$ cat src/design/assert_macros.svh
// Assertion helpers used by the matrix builder back end.
// Each macro expects a clock named clk and an active-high reset named rst in scope.
`ifndef ASSERT_MACROS_SVH
`define ASSERT_MACROS_SVH

// Property must hold at every clock edge outside reset.
`define ASSERT_CLK(name, prop, msg) \
  name: assert property (@(posedge clk) disable iff (rst) prop) else $error(msg);

// Condition must never be true outside reset.
`define ASSERT_NEVER(name, cond, msg) \
  name: assert property (@(posedge clk) disable iff (rst) !(cond)) else $error(msg);

`endif

$ cat src/design/kmb_pkg.sv
// Shared types, constants and the back-end step program for the transition matrix builder.
// No dependencies.
package kmb_pkg;

  localparam int Q30W = 34;
  localparam int PROD_W = 2 * Q30W;
  localparam int DIVW = Q30W + 16;
  localparam int CNT_W = $clog2(DIVW + 1);
  localparam int QUEUE_DEPTH = 2;

  typedef logic signed [Q30W-1:0] q30_t;

  localparam q30_t CORDIC_GAIN = 34'sd652032874;
  localparam q30_t PI_Q30 = 34'sd3373259426;
  localparam q30_t HALF_PI_Q30 = 34'sd1686629713;

  typedef struct packed {
    q30_t sr;
    q30_t cr;
    q30_t sp;
    q30_t cp;
    q30_t sy;
    q30_t cy;
    q30_t dt;
  } trig_t;

  typedef struct packed {
    q30_t sr;
    q30_t cr;
    q30_t sp;
    q30_t cp;
    q30_t sy;
    q30_t cy;
    q30_t dt;
    q30_t spsr;
    q30_t spcr;
    q30_t t0;
    q30_t t1;
    q30_t v0;
    q30_t v1;
    q30_t v2;
  } bank_t;

  typedef enum logic [3:0] {
    R_SR, R_CR, R_SP, R_CP, R_SY, R_CY, R_DT,
    R_SPSR, R_SPCR, R_T0, R_T1, R_V0, R_V1, R_V2
  } reg_sel_t;

  typedef enum logic [1:0] {C_PASS, C_ADD, C_SUB, C_NEG} comb_t;

  // K_MUL writes a register, the others produce one matrix entry.
  typedef enum logic [1:0] {K_MUL, K_EQ, K_EA, K_ES} kind_t;

  typedef enum logic [1:0] {BK_IDLE, BK_RUN, BK_DIV} bk_state_t;

  typedef struct packed {
    kind_t    kind;
    reg_sel_t ra;
    reg_sel_t rb;
    comb_t    comb;
    reg_sel_t rc;
    reg_sel_t dest;
    logic [3:0] row;
    logic [3:0] col;
  } step_t;

  localparam int STEP_COUNT = 57;
  localparam int PC_W = $clog2(STEP_COUNT);
  localparam logic [PC_W-1:0] LAST_PC = PC_W'(STEP_COUNT - 1);

  function automatic q30_t atan_q30(input logic [4:0] i);
    q30_t r;
    case (i)
      5'd0:  r = 34'sh3243F6A8;
      5'd1:  r = 34'sh1DAC6705;
      5'd2:  r = 34'sh0FADBAFC;
      5'd3:  r = 34'sh07F56EA6;
      5'd4:  r = 34'sh03FEAB76;
      5'd5:  r = 34'sh01FFD55B;
      5'd6:  r = 34'sh00FFFAAA;
      5'd7:  r = 34'sh007FFF55;
      5'd8:  r = 34'sh003FFFEA;
      5'd9:  r = 34'sh001FFFFD;
      5'd10: r = 34'sh000FFFFF;
      5'd11: r = 34'sh0007FFFF;
      5'd12: r = 34'sh0003FFFF;
      5'd13: r = 34'sh0001FFFF;
      5'd14: r = 34'sh0000FFFF;
      5'd15: r = 34'sh00007FFF;
      5'd16: r = 34'sh00003FFF;
      5'd17: r = 34'sh00001FFF;
      5'd18: r = 34'sh00000FFF;
      5'd19: r = 34'sh000007FF;
      5'd20: r = 34'sh000003FF;
      5'd21: r = 34'sh000001FF;
      5'd22: r = 34'sh000000FF;
      5'd23: r = 34'sh0000007F;
      default: r = '0;
    endcase
    return r;
  endfunction

  function automatic q30_t pick(input bank_t b, input reg_sel_t s);
    q30_t r;
    case (s)
      R_SR:   r = b.sr;
      R_CR:   r = b.cr;
      R_SP:   r = b.sp;
      R_CP:   r = b.cp;
      R_SY:   r = b.sy;
      R_CY:   r = b.cy;
      R_DT:   r = b.dt;
      R_SPSR: r = b.spsr;
      R_SPCR: r = b.spcr;
      R_T0:   r = b.t0;
      R_T1:   r = b.t1;
      R_V0:   r = b.v0;
      R_V1:   r = b.v1;
      R_V2:   r = b.v2;
      default: r = '0;
    endcase
    return r;
  endfunction

  function automatic step_t mul_op(input reg_sel_t dest, input reg_sel_t ra,
                                   input comb_t comb, input reg_sel_t rb,
                                   input reg_sel_t rc);
    step_t s;
    s.kind = K_MUL;
    s.ra = ra;
    s.rb = rb;
    s.comb = comb;
    s.rc = rc;
    s.dest = dest;
    s.row = 4'd0;
    s.col = 4'd0;
    return s;
  endfunction

  function automatic step_t emit_op(input kind_t k, input reg_sel_t ra,
                                    input logic [3:0] row, input logic [3:0] col);
    step_t s;
    s.kind = k;
    s.ra = ra;
    s.rb = ra;
    s.comb = C_PASS;
    s.rc = R_DT;
    s.dest = R_V0;
    s.row = row;
    s.col = col;
    return s;
  endfunction

  // Run once per item by the back end: products precede their entries, entries in output order.
  function automatic step_t step_at(input logic [PC_W-1:0] pc);
    step_t s;
    case (pc)
      6'd0:  s = mul_op(R_SPSR, R_SP, C_PASS, R_SP, R_SR);
      6'd1:  s = mul_op(R_SPCR, R_SP, C_PASS, R_SP, R_CR);
      6'd2:  s = mul_op(R_T0, R_CY, C_PASS, R_CY, R_CP);
      6'd3:  s = mul_op(R_V0, R_T0, C_PASS, R_T0, R_DT);
      6'd4:  s = mul_op(R_T0, R_CY, C_PASS, R_CY, R_SPSR);
      6'd5:  s = mul_op(R_T1, R_SY, C_PASS, R_SY, R_CR);
      6'd6:  s = mul_op(R_V1, R_T0, C_SUB, R_T1, R_DT);
      6'd7:  s = mul_op(R_T0, R_CY, C_PASS, R_CY, R_SPCR);
      6'd8:  s = mul_op(R_T1, R_SY, C_PASS, R_SY, R_SR);
      6'd9:  s = mul_op(R_V2, R_T0, C_ADD, R_T1, R_DT);
      6'd10: s = emit_op(K_EQ, R_V0, 4'd0, 4'd6);
      6'd11: s = emit_op(K_EQ, R_V1, 4'd0, 4'd7);
      6'd12: s = emit_op(K_EQ, R_V2, 4'd0, 4'd8);
      6'd13: s = emit_op(K_EA, R_V0, 4'd0, 4'd12);
      6'd14: s = emit_op(K_EA, R_V1, 4'd0, 4'd13);
      6'd15: s = emit_op(K_EA, R_V2, 4'd0, 4'd14);
      6'd16: s = mul_op(R_T0, R_SY, C_PASS, R_SY, R_CP);
      6'd17: s = mul_op(R_V0, R_T0, C_PASS, R_T0, R_DT);
      6'd18: s = mul_op(R_T0, R_SY, C_PASS, R_SY, R_SPSR);
      6'd19: s = mul_op(R_T1, R_CY, C_PASS, R_CY, R_CR);
      6'd20: s = mul_op(R_V1, R_T0, C_ADD, R_T1, R_DT);
      6'd21: s = mul_op(R_T0, R_SY, C_PASS, R_SY, R_SPCR);
      6'd22: s = mul_op(R_T1, R_CY, C_PASS, R_CY, R_SR);
      6'd23: s = mul_op(R_V2, R_T0, C_SUB, R_T1, R_DT);
      6'd24: s = emit_op(K_EQ, R_V0, 4'd1, 4'd6);
      6'd25: s = emit_op(K_EQ, R_V1, 4'd1, 4'd7);
      6'd26: s = emit_op(K_EQ, R_V2, 4'd1, 4'd8);
      6'd27: s = emit_op(K_EA, R_V0, 4'd1, 4'd12);
      6'd28: s = emit_op(K_EA, R_V1, 4'd1, 4'd13);
      6'd29: s = emit_op(K_EA, R_V2, 4'd1, 4'd14);
      6'd30: s = mul_op(R_V0, R_SP, C_NEG, R_SP, R_DT);
      6'd31: s = mul_op(R_T0, R_CP, C_PASS, R_CP, R_SR);
      6'd32: s = mul_op(R_V1, R_T0, C_PASS, R_T0, R_DT);
      6'd33: s = mul_op(R_T0, R_CP, C_PASS, R_CP, R_CR);
      6'd34: s = mul_op(R_V2, R_T0, C_PASS, R_T0, R_DT);
      6'd35: s = emit_op(K_EQ, R_V0, 4'd2, 4'd6);
      6'd36: s = emit_op(K_EQ, R_V1, 4'd2, 4'd7);
      6'd37: s = emit_op(K_EQ, R_V2, 4'd2, 4'd8);
      6'd38: s = emit_op(K_EA, R_V0, 4'd2, 4'd12);
      6'd39: s = emit_op(K_EA, R_V1, 4'd2, 4'd13);
      6'd40: s = emit_op(K_EA, R_V2, 4'd2, 4'd14);
      6'd41: s = emit_op(K_EQ, R_DT, 4'd3, 4'd9);
      6'd42: s = mul_op(R_V0, R_SPSR, C_PASS, R_SPSR, R_DT);
      6'd43: s = emit_op(K_ES, R_V0, 4'd3, 4'd10);
      6'd44: s = mul_op(R_V0, R_SPCR, C_PASS, R_SPCR, R_DT);
      6'd45: s = emit_op(K_ES, R_V0, 4'd3, 4'd11);
      6'd46: s = mul_op(R_V0, R_CR, C_PASS, R_CR, R_DT);
      6'd47: s = emit_op(K_EQ, R_V0, 4'd4, 4'd10);
      6'd48: s = mul_op(R_V0, R_SR, C_NEG, R_SR, R_DT);
      6'd49: s = emit_op(K_EQ, R_V0, 4'd4, 4'd11);
      6'd50: s = mul_op(R_V0, R_SR, C_PASS, R_SR, R_DT);
      6'd51: s = emit_op(K_ES, R_V0, 4'd5, 4'd10);
      6'd52: s = mul_op(R_V0, R_CR, C_PASS, R_CR, R_DT);
      6'd53: s = emit_op(K_ES, R_V0, 4'd5, 4'd11);
      6'd54: s = emit_op(K_EQ, R_DT, 4'd6, 4'd12);
      6'd55: s = emit_op(K_EQ, R_DT, 4'd7, 4'd13);
      6'd56: s = emit_op(K_EQ, R_DT, 4'd8, 4'd14);
      default: s = emit_op(K_EQ, R_DT, 4'd8, 4'd14);
    endcase
    return s;
  endfunction

endpackage

$ cat src/design/kmb_queue.sv
// Two-entry queue of trigonometric records between the front and back ends.
// Depends on kmb_pkg.
module kmb_queue (
  input  logic           clk,
  input  logic           rst,
  input  logic           push,
  input  kmb_pkg::trig_t push_data,
  output logic           full,
  input  logic           pop,
  output kmb_pkg::trig_t pop_data,
  output logic           not_empty
);

  localparam int AW = $clog2(kmb_pkg::QUEUE_DEPTH);
  localparam int CW = $clog2(kmb_pkg::QUEUE_DEPTH + 1);

  kmb_pkg::trig_t mem [kmb_pkg::QUEUE_DEPTH];
  logic [AW-1:0]  wr_ptr;
  logic [AW-1:0]  rd_ptr;
  logic [CW-1:0]  count;

  assign full      = (count == CW'(kmb_pkg::QUEUE_DEPTH));
  assign not_empty = (count != '0);
  assign pop_data  = mem[rd_ptr];

  always_ff @(posedge clk) begin
    if (rst) begin
      wr_ptr <= '0;
      rd_ptr <= '0;
      count  <= '0;
    end else begin
      if (push) begin
        wr_ptr <= wr_ptr + 1'b1;
      end
      if (pop) begin
        rd_ptr <= rd_ptr + 1'b1;
      end
      if (push && !pop) begin
        count <= count + 1'b1;
      end else if (pop && !push) begin
        count <= count - 1'b1;
      end
    end
  end

  always_ff @(posedge clk) begin
    if (push) begin
      mem[wr_ptr] <= push_data;
    end
  end

endmodule

$ cat config.mk
export PLATFORM = sky130hd
export DESIGN_NAME = kmb_queue
export DESIGN_NICKNAME = d
export VERILOG_FILES = /design/src/design/assert_macros.svh /design/src/design/kmb_pkg.sv /design/src/design/kmb_queue.sv
export SDC_FILE = /design/constraint.sdc
export NUM_CORES = 1
export LEC_CHECK = 0
export BUFFER_PORTS_ARGS = -buffer_cell sky130_fd_sc_hd__buf_2
export CAP_MARGIN = 5
export CORE_ASPECT_RATIO = 0.7
export CORE_MARGIN = 10
export CORE_UTILIZATION = 50
export DETAILED_ROUTE_END_ITERATION = 7
export PLACE_DENSITY = 0.85
export SLEW_MARGIN = 20
export SYNTH_ARGS = -nofsm -noshare
export SYNTH_HDL_FRONTEND = slang
export SYNTH_SLANG_ARGS = --single-unit
$ cat constraint.sdc
create_clock -name clk -period 38 [get_ports clk]
set_input_delay 7.6 -clock clk [delete_from_list [all_inputs] [get_ports clk]]
set_output_delay 7.6 -clock clk [all_outputs]
set_load 0.03 [all_outputs]
==> flow_metrics.tcl <==
set metrics [dict create \
    critPathMaxFanout 76 \
    wire_per_inst_um 22.8 \
    synth_fp_nets 1005 \
    core_um2 34600 \
    totalWireLength_um 40600 \
    timing.fmax_mhz 91.5 \
    skew_ns 0.0137 \
    cts_sinks 481 \
    path_buf_inv 3 \
    critical-path-max-stage-delay_ns 0.85 \
    netlist_instances 762 \
    overflow 0 \
    cts_hold_buf 0 \
    finalNetCount 1516 \
    drive_gt1_share_pct 60.8 \
    ios 482 \
    die_w_um 243 \
    setup_tns_ns 0 \
    dieArea_um2 42900 \
    worstPathArrival_ns 3.33 \
    core.rowCount 57 \
    antenna_found_initial 8 \
    areaGrowthSynthToFinish_pct 23.9 \
    grt_pass1_vias 9697 \
    fin_crit_sh_pct 28.8 \
    clk_latency_ns 0.53 \
    drv_cap 0 \
    dp_hpwl_um 28700 \
    setup_viol 0 \
    cp_cell_sequence "buf_4 > buf_4 > mux2_2 > buf_2" \
    hold_path_class "flip-flop to flip-flop" \
    first_pass_iters 4 \
    clockBufferDepth 3 \
    path_class "flip-flop to primary output" \
    setup_ws_ns 27.07 \
    cp-start-kind "flip-flop" \
    end_kind "primary output" \
    cp.required_ns 30.40 \
    drt-initial-drc-count 630 \
    grt_max_degree 82 \
    slew_headroom_pct 25.6 \
    post-cts-setup-buffer-count 0 \
    initial_core_util_pct 50.5 \
    multi_input_area_um2 2790 \
    slowest_stage "buf_4" \
    avgSynthCellArea_um2 22.9 \
    post_cts_resized 0 \
    place_ws_ns 27.54 \
    critPathTopFamily "buffers and inverters" \
    final_area_um2 21600 \
    worst_slew_pin_slew_ns 1.12 \
    clk_pin_slew_ns 0.06 \
    grt_pass1_wl_um 58900 \
    yosysUniqueCellTypes 16 \
    rsz0062_at_grt "no" \
    place_congestion 0.794 \
    portBuffers 481 \
    register_area_um2 14400 \
    drc 0 \
    drtAntennaViolNets 0 \
    cts_tree "built" \
    die_y_um 176 \
    via_count 9094 \
    yosysSeqAreaShare_pct 82.4 \
    netlist_area_um2 17500 \
    synth_warnings 0 \
    grt_use_total_pct 18.0 \
    slew_viol_final 0 \
    cts_made_buffers 44 \
    post_dp_cell_area_um2 20300 \
    ctsRootBufferMaster "clkbuf_16" \
    max-vdd-ir-drop_mv 0.0536 \
    status "complete, no violations" \
    power_density_nw_per_um2 56.4 \
    cp_common_cell "buf_4" \
    period_needed_ns 10.93 \
    hold_viol 0 \
    h-tree-depth 2 \
    ys_ff_latch 481 \
    leakage_nw 8.08 \
    fill_cells 2348 \
    viasPerCell 5.10 \
]
## cells in the final DEF, fill, tap and decap left out, types with 2 or more instances in the layout
cell type and n:
nor2_1 4, buf_2 481, clkbuf_1 6, bufinv_16 4
xnor2_1 2, clkinv_2 10, buf_4 10, edfxtp_1 476
clkinv_1 11, xor2_1 2, mux2_2 238, diode_2 8
dfxtp_1 4, clkbuf_16 45
## path summary, 6_finish.rpt
check | slack [ns] | end | start | depth (start not counted)
setup / recovery | 27.07 | pop_data[88] | flip-flop | 4
hold / removal | 0.51 | count[1] | count[1] | 2
setup reg to reg | 34.89 | mem[1][79] | wr_ptr | 3
hold reg to reg | 0.51 | count[1] | count[1] | 2
## layer usage
metal  GRT usage (%)  wire [µm]  up-vias
met3            6.16       3580       71
met5               0         39        -
met2            31.4      20900      379
li1                -          -     4080
met1            20.5      15000     4558
met4            5.87       1010        6
## cells in the mapped netlist, drive strengths merged
library cell  number  area share, %
edfxtp           476             82
mux2             238             15
buf               26            1.6
dfxtp              5           0.57
nor2               4          0.086
nor2b              2          0.072
xnor2              2           0.10
xor2               2           0.10
a21oi              1          0.029
and2               1          0.036
ha                 1          0.072
inv                1          0.021
o21ai              1          0.029
or2                1          0.036
or3                1          0.036
## state kept, by name (all words and copies together), names as in the netlist, named ones only
register  cells
count         2
mem         476
rd_ptr        1
wr_ptr        1
## cell type report
type / count / share of cell area [%]
multi-input cells: 254 / 12.9
repair buffers: 491 / 11.5
clock buffers: 51 / 5.31
flip-flops and latches: 481 / 66.5
clock inverters: 25 / 0.977
inverters: 1 / 0.0173
diodes: 8 / 0.0925
well taps: 472 / 2.73
## logic make-up after synthesis
group | synth area share (%)
simple gates | 0.265
mux | 15.3
flops | 82.4
compound gates | 0.0572
buf+inv | 1.66
fa+ha+maj | 0.0716
xor+xnor | 0.201
## where the power goes
group | internal (mW) | total [mW] | switching (mW)
sequential | 0.620 | 0.628 | 0.00768
clock | 0.242 | 0.420 | 0.177
combinational | 0.0572 | 0.173 | 0.116
## stage by stage
| step | hold slack (ns) | std cells | power (mW) | utilization [%] |
|---|---|---|---|---|
| after floorplan | 0.456 | 762 | 0.765 | - |
| after global placement | 0.482 | 1699 | 0.808 | 58.6 |
| after detailed placement | 0.491 | 1699 | 0.813 | 58.6 |
| after CTS | 0.506 | 1775 | 1.23 | 62.5 |
| after global routing | 0.573 | 1779 | 1.26 | 62.6 |
| final | 0.508 | 1783 | 1.22 | 62.6 |
## tightest hold or removal path, stage by stage, from the launching register on
cell and delay, ns:
dfxtp_1 0.33, o21ai_0 0.07, a21oi_1 0.06
Note: power is estimated with default switching activity, not from simulation.
